<file path="src/q2e_pkg.sv">
// ----------------------------------------------------------------------------
// q2e_pkg
// Shared widths, CORDIC angle table and stage types for the quaternion unit.
// ----------------------------------------------------------------------------
`timescale 1ns / 1ps
package q2e_pkg;
	localparam int CORDIC_STEPS = 16;
	localparam int TABLE_LEN    = 30;
	localparam int STEPS        = (CORDIC_STEPS < TABLE_LEN) ? CORDIC_STEPS : TABLE_LEN;
	// datapath width: operands up to about 2^32, growth from CORDIC gain
	localparam int DW  = 36;
	localparam int AW  = 33;
	localparam int SQW = 31;
	localparam logic [30:0] THRESH_RST = 31'd1073731087;
	localparam logic signed [DW-1:0] ONE_Q30 = DW'(64'sd1073741824);

	typedef logic signed [DW-1:0] dval_t;
	typedef logic signed [AW-1:0] ang_t;

	typedef struct packed {
		dval_t x;
		dval_t y;
		ang_t  acc;
		logic  zero;
	} vec_t;

	typedef struct packed {
		vec_t p;
		vec_t yw;
		vec_t r;
		logic lock;
	} lane_t;

	function automatic ang_t atan_entry(input int i);
		ang_t t;
		unique case (i)
			0: t = AW'(32'h20000000);  1: t = AW'(32'h12E4051D);
			2: t = AW'(32'h09FB385B);  3: t = AW'(32'h051111D4);
			4: t = AW'(32'h028B0D43);  5: t = AW'(32'h0145D7E1);
			6: t = AW'(32'h00A2F61E);  7: t = AW'(32'h00517C55);
			8: t = AW'(32'h0028BE53);  9: t = AW'(32'h00145F2E);
			10: t = AW'(32'h000A2F98); 11: t = AW'(32'h000517CC);
			12: t = AW'(32'h00028BE6); 13: t = AW'(32'h000145F3);
			14: t = AW'(32'h0000A2F9); 15: t = AW'(32'h0000517C);
			16: t = AW'(32'h000028BE); 17: t = AW'(32'h0000145F);
			18: t = AW'(32'h00000A2F); 19: t = AW'(32'h00000517);
			20: t = AW'(32'h0000028B); 21: t = AW'(32'h00000145);
			22: t = AW'(32'h000000A2); 23: t = AW'(32'h00000051);
			24: t = AW'(32'h00000028); 25: t = AW'(32'h00000014);
			26: t = AW'(32'h0000000A); 27: t = AW'(32'h00000005);
			28: t = AW'(32'h00000002); default: t = AW'(32'h00000001);
		endcase
		return t;
	endfunction

	// one vectoring micro-rotation
	function automatic vec_t rot_step(input vec_t v, input int i);
		vec_t o;
		dval_t dx, dy;
		dx = v.y >>> i;
		dy = v.x >>> i;
		o.zero = v.zero;
		if (!v.y[DW-1]) begin
			o.x = v.x + dx; o.y = v.y - dy; o.acc = v.acc + atan_entry(i);
		end else begin
			o.x = v.x - dx; o.y = v.y + dy; o.acc = v.acc - atan_entry(i);
		end
		return o;
	endfunction

	// quadrant pre-rotation; both operands zero marks an angle of zero
	function automatic vec_t pre_rot(input dval_t y, input dval_t x);
		vec_t o;
		o.x = x; o.y = y; o.acc = '0;
		o.zero = (x == '0) && (y == '0);
		if (x[DW-1]) begin
			if (!y[DW-1]) begin
				o.x = y; o.y = -x; o.acc = AW'(ONE_Q30);
			end else begin
				o.x = -y; o.y = x; o.acc = -AW'(ONE_Q30);
			end
		end
		return o;
	endfunction

	function automatic logic [15:0] ang_out(input vec_t v);
		ang_t t;
		t = v.acc + AW'(32'h8000);
		return v.zero ? 16'd0 : t[31:16];
	endfunction
endpackage

</file>
<file path="src/q2e_sqrt_cell.sv">
// ----------------------------------------------------------------------------
// q2e_sqrt_cell
// One digit step of the pipelined square root for the pitch cosine.
// ----------------------------------------------------------------------------
`timescale 1ns / 1ps
module q2e_sqrt_cell (
	input  logic        clk,
	input  logic        en,
	input  logic [61:0] rem_i,
	input  logic [30:0] root_i,
	input  logic [61:0] rad_i,
	output logic [61:0] rem_o,
	output logic [30:0] root_o,
	output logic [61:0] rad_o
);
	import q2e_pkg::*;
	logic [61:0] r2, trial;
	logic [30:0] rn;
	always_comb begin
		r2    = {rem_i[59:0], rad_i[61:60]};
		trial = {29'd0, root_i, 2'b01};
		rn    = {root_i[29:0], 1'b0};
		if (r2 >= trial) begin
			rn = {root_i[29:0], 1'b1};
			r2 = r2 - trial;
		end
	end
	always_ff @(posedge clk) begin
		if (en) begin
			rem_o  <= r2;
			root_o <= rn;
			rad_o  <= {rad_i[59:0], 2'b00};
		end
	end
endmodule

</file>
<file path="config.mk">
export PLATFORM = sky130hd
export DESIGN_NAME = q2e_sqrt_cell
export DESIGN_NICKNAME = d
export VERILOG_FILES = /design/src/q2e_pkg.sv /design/src/q2e_sqrt_cell.sv
export SDC_FILE = /design/constraint.sdc
export NUM_CORES = 1
export LEC_CHECK = 0
export BUFFER_PORTS_ARGS = -buffer_cell sky130_fd_sc_hd__buf_2
export CAP_MARGIN = 15
export CORE_UTILIZATION = 49
export CTS_CLUSTER_SIZE = 30
export DETAILED_ROUTE_END_ITERATION = 8
export HOLD_SLACK_MARGIN = 0.02
export PLACE_DENSITY = 0.81
export SYNTH_ARGS = -nofsm -noshare
export SYNTH_HDL_FRONTEND = slang
export SYNTH_SLANG_ARGS = --single-unit
</file>
<file path="constraint.sdc">
create_clock -name clk -period 3.4 [get_ports clk]
set_input_delay 0.17 -clock clk [delete_from_list [all_inputs] [get_ports clk]]
set_output_delay 0.17 -clock clk [all_outputs]
set_load 0.05 [all_outputs]
</file>
* After elaboration in Yosys (flattened, before gate mapping)
Index checks and enable logic that the tools add are counted.
Storage, ports and cells: word-level logic and storage cells 7, register bits 153, output and inout port bits 155, input bits 157
Cells by class: magnitude comparators 1, add/subtract/negate cells 1, multiplexer cells 2
Operators with widths (number):
- 62-bit by 33-bit >= comparator with 1-bit output | 1
- 62-bit 2-to-1 mux | 1
- 62-bit by 33-bit subtractor with 62-bit output | 1
- 1-bit 2-to-1 mux | 1

* Depth between registers and ports, before layout
depth in word-level cells 2, mapped depth 13, gate-level depth less buffers 11

* Least setup slack after synthesis
No wires, ideal clock.
path type input to register, from input port root_i[0], to register rem_o[12], data pin, setup time 0.270 ns, cell stages on the path 13, buffers on the path 2, required time 3.130 ns, arrival time 2.498 ns, slack 0.632 ns, path through inv_1 > ha_1 > nor2b_1 > o31a_1 > o31a_1 > or2_0 > clkbuf_4 > a211oi_4 > and2_2 > inv_2 > buf_2 > nor2_1 > a21oi_1
On the way: longest elaborated chain between the ends 2, elaborated cells on any way between the ends 3, classes of those cells add/sub (1); order compare (1); mux (1)
Ends and longest elaborated chain:
- start, declared | line q2e_sqrt_cell.sv:10 | input logic [30:0] root_i,
- 62-bit by 33-bit subtractor with 62-bit output or 62-bit by 33-bit >= comparator with 1-bit output (tied branches) | line q2e_sqrt_cell.sv:25, q2e_sqrt_cell.sv:23
- 62-bit 2-to-1 mux (*) | line q2e_sqrt_cell.sv:23 | if (r2 >= trial) begin
- via r2[12] | line q2e_sqrt_cell.sv:17 | logic [61:0] r2, trial;
- end signal, assigned | line q2e_sqrt_cell.sv:30 | rem_o <= r2;
- end, declared | line q2e_sqrt_cell.sv:12 | output logic [61:0] rem_o,
The timed path passes the listed nets; every way through them passes the cells marked *. A chain may end at the register's enable or synchronous reset.

* Final worst setup path
from input port root_i[6], to register rem_o[52], data pin
The elaborated chain is that of the path after synthesis.

==> impl_metrics.tcl <==
set metrics [dict create \
    ys_ff_latch 153 \
    fin_cells 1312 \
    required_ps 3580 \
    nets 1274 \
    pre_cts_ws_ps 282 \
    synth_edf_count 153 \
    fin_crit_sh_pct 94.9 \
    gp_congestion 0.884 \
    area_delta_synth_final_pct 42.4 \
    status "completed" \
    dp_hpwl_um 16500 \
    drt_iter0_drc 582 \
    start_util_pct 50.9 \
    power_w 0.00583 \
    cp_max_fo 6 \
    drtPass1Iterations 6 \
    setup.worst_path.end_class "flop" \
    rows 45 \
    num-fill-cells 1105 \
    synth_cells 676 \
    synthMostInstantiatedCell "edfxtp_1" \
    synth_top_area_share_pct 58.5 \
    cts_tree "done" \
    via_count 6959 \
    switchingPower_w 0.00207 \
    overflow 0 \
    grt_pass1_wl_um 35800 \
    clkPwrFrac_pct 31.9 \
    clk_pin_slew_ps 70 \
    start_kind "primary input" \
    synth_warnings 0 \
    grt_pass1_vias 6881 \
    dp.cells 1184 \
    io_pins 312 \
    p_leak_nw 4.77 \
    clk_path_buf_depth 2 \
    synthTopCellsByCount "153 x edfxtp_1, 66 x nor2_1, 63 x a21oi_1, 47 x nand2_1, 45 x xnor2_1" \
    arrival_ps 3410 \
    grt_max_degree 62 \
    post_dp_cell_area_sq_mm 0.00967 \
    synth_area_leaders "edfxtp_1 59%, ha_1 5.3%, xnor2_1 5.0%" \
    finalHoldViolCount 0 \
    drc 0 \
    die_height_um 129 \
    wire_per_inst_um 18.4 \
    peakVddDrop_mv 0.368 \
    tns_ps 0 \
    ys_types 68 \
    htreeDepth 4 \
    multi_input_area_sq_mm 0.00297 \
    synth-seq-area-share_pct 58.5 \
    cts_buffers 17 \
    hp-class "in2reg" \
    setup_viol_count_final 0 \
    synth_area_sq_mm 0.00785 \
    crit_type "in2reg" \
    fmax_mhz 310 \
    avgSynthCellArea_sq_um 11.6 \
    cts_root_buffer "clkbuf_16" \
    postCtsSetupBuffers 0 \
    drive_above_1_share_pct 33.9 \
    min_period_ps 3230 \
    maxCapViolCount 0 \
    async_flop_share_pct 0 \
    tightest_slew_ps 599 \
    slew_headroom_pct 59.7 \
    antenna_found_initial 3 \
    yosys.area.top_type "edfxtp_1" \
    io_buffer_count 307 \
    slew_viol_final 0 \
    detail-route-antenna-nets 0 \
    die_area_sq_mm 0.0165 \
    clkSinkCount 153 \
    synth_flop_cell "edfxtp_1" \
    coreArea_sq_mm 0.0154 \
    p_per_area_mw_per_mm2 521 \
    pwr-share-seq_pct 40.3 \
    fin_area_sq_mm 0.0112 \
    combPwrFrac_pct 27.9 \
    post_drt_via_cell_ratio 5.30 \
    p_int_w 0.00375 \
    ff_latch_area_sq_mm 0.00459 \
    dieWidth_um 129 \
    wl_um 24200 \
    swShare_pct 35.6 \
    grt_usage_pct 29.1 \
    setup_slack_ps 174 \
]
metrics by stage:
step	util (%)	hold WS, ps
floorplan	-	269
global placement	62.7	347
detailed placement	62.7	348
CTS	72.4	22.5
global route	72.5	32.7
finish	72.5	48.3
layout make-up:
type / instances / share of cell area (%)
clock buffer: 18 / 3.84
inverter: 45 / 1.51
clock inverter: 14 / 1.34
sequential: 153 / 41.1
antenna: 4 / 0.0895
timing repair buffer: 413 / 23.2
tap: 211 / 2.36
multi-input combinational: 454 / 26.6
what timing repair did:
action                                 in CTS  in global routing
hold buffers                               92                  0
endpoints found under the hold margin      92                  0
setup endpoints to repair                   0                 13
gates resized for setup                     0                  1
layer usage:
metal  GRT usage, %  wire, um
met5              0         0
met4           13.1       734
met3           7.94      1600
met2           52.6     12700
met1           31.8      9110
layout by cell type, fill, tap and decap left out, types with 5 or more instances in the layout:
master,count
o21ai_0,27
nand4b_1,5
a21o_1,10
nor2_1,66
nand3_1,17
inv_1,44
dlygate4sd3_1,92
inv_8,5
clkbuf_16,17
nor4_1,6
nand4_1,20
xnor2_1,45
buf_4,12
nor3_1,17
a21oi_1,63
buf_2,306
o21a_1,6
ha_1,33
xor2_1,13
nand2_1,47
edfxtp_1,153
o21bai_1,6
registers in the layout, summed over array words and instances, names as in the netlist:
signal / flops
root_o: 31
rad_o: 60
rem_o: 62
worst paths after layout:
check                 startpoint                   to  slack (ps)  cells after the start
worst min-delay path    rem_i[2]   rem_o[4]$_DFFE_PP_          50                      3
worst max-delay path   root_i[6]  rem_o[52]$_DFFE_PP_         170                     13
power by group through the flow:
stage,registers [W],logic (W),clock network (W)
global placement,0.00238,0.00150,0
CTS,0.00234,0.00160,0.00186
floorplan,0.00304,0.000415,0
global route,0.00236,0.00171,0.00194
finish,0.00235,0.00162,0.00186
detailed placement,0.00238,0.00151,0
critical path, stage by stage:
cell	delay, ps
dlygate4sd3_1	530
buf_2	110
inv_1	60
ha_1	360
nand3_1	160
nor4_2	410
buf_4	190
nand4_1	120
o211a_1	260
and2_4	170
a2111oi_4	510
nand4_1	180
xnor2_1	160
logic make-up after synthesis:
family                     after synthesis  share of synthesized area, %
AOI/OAI and AO/OA                      147                          12.0
buffers and inverters                   70                          3.76
and+or+nand+nor                        213                          13.8
adders and majority gates               33                          5.26
other                                    1                        0.0478
DFF                                    153                          58.5
xor gates and xnor gates                58                          6.47
muxes                                    1                         0.127
Power figures use the tool's default switching activity.
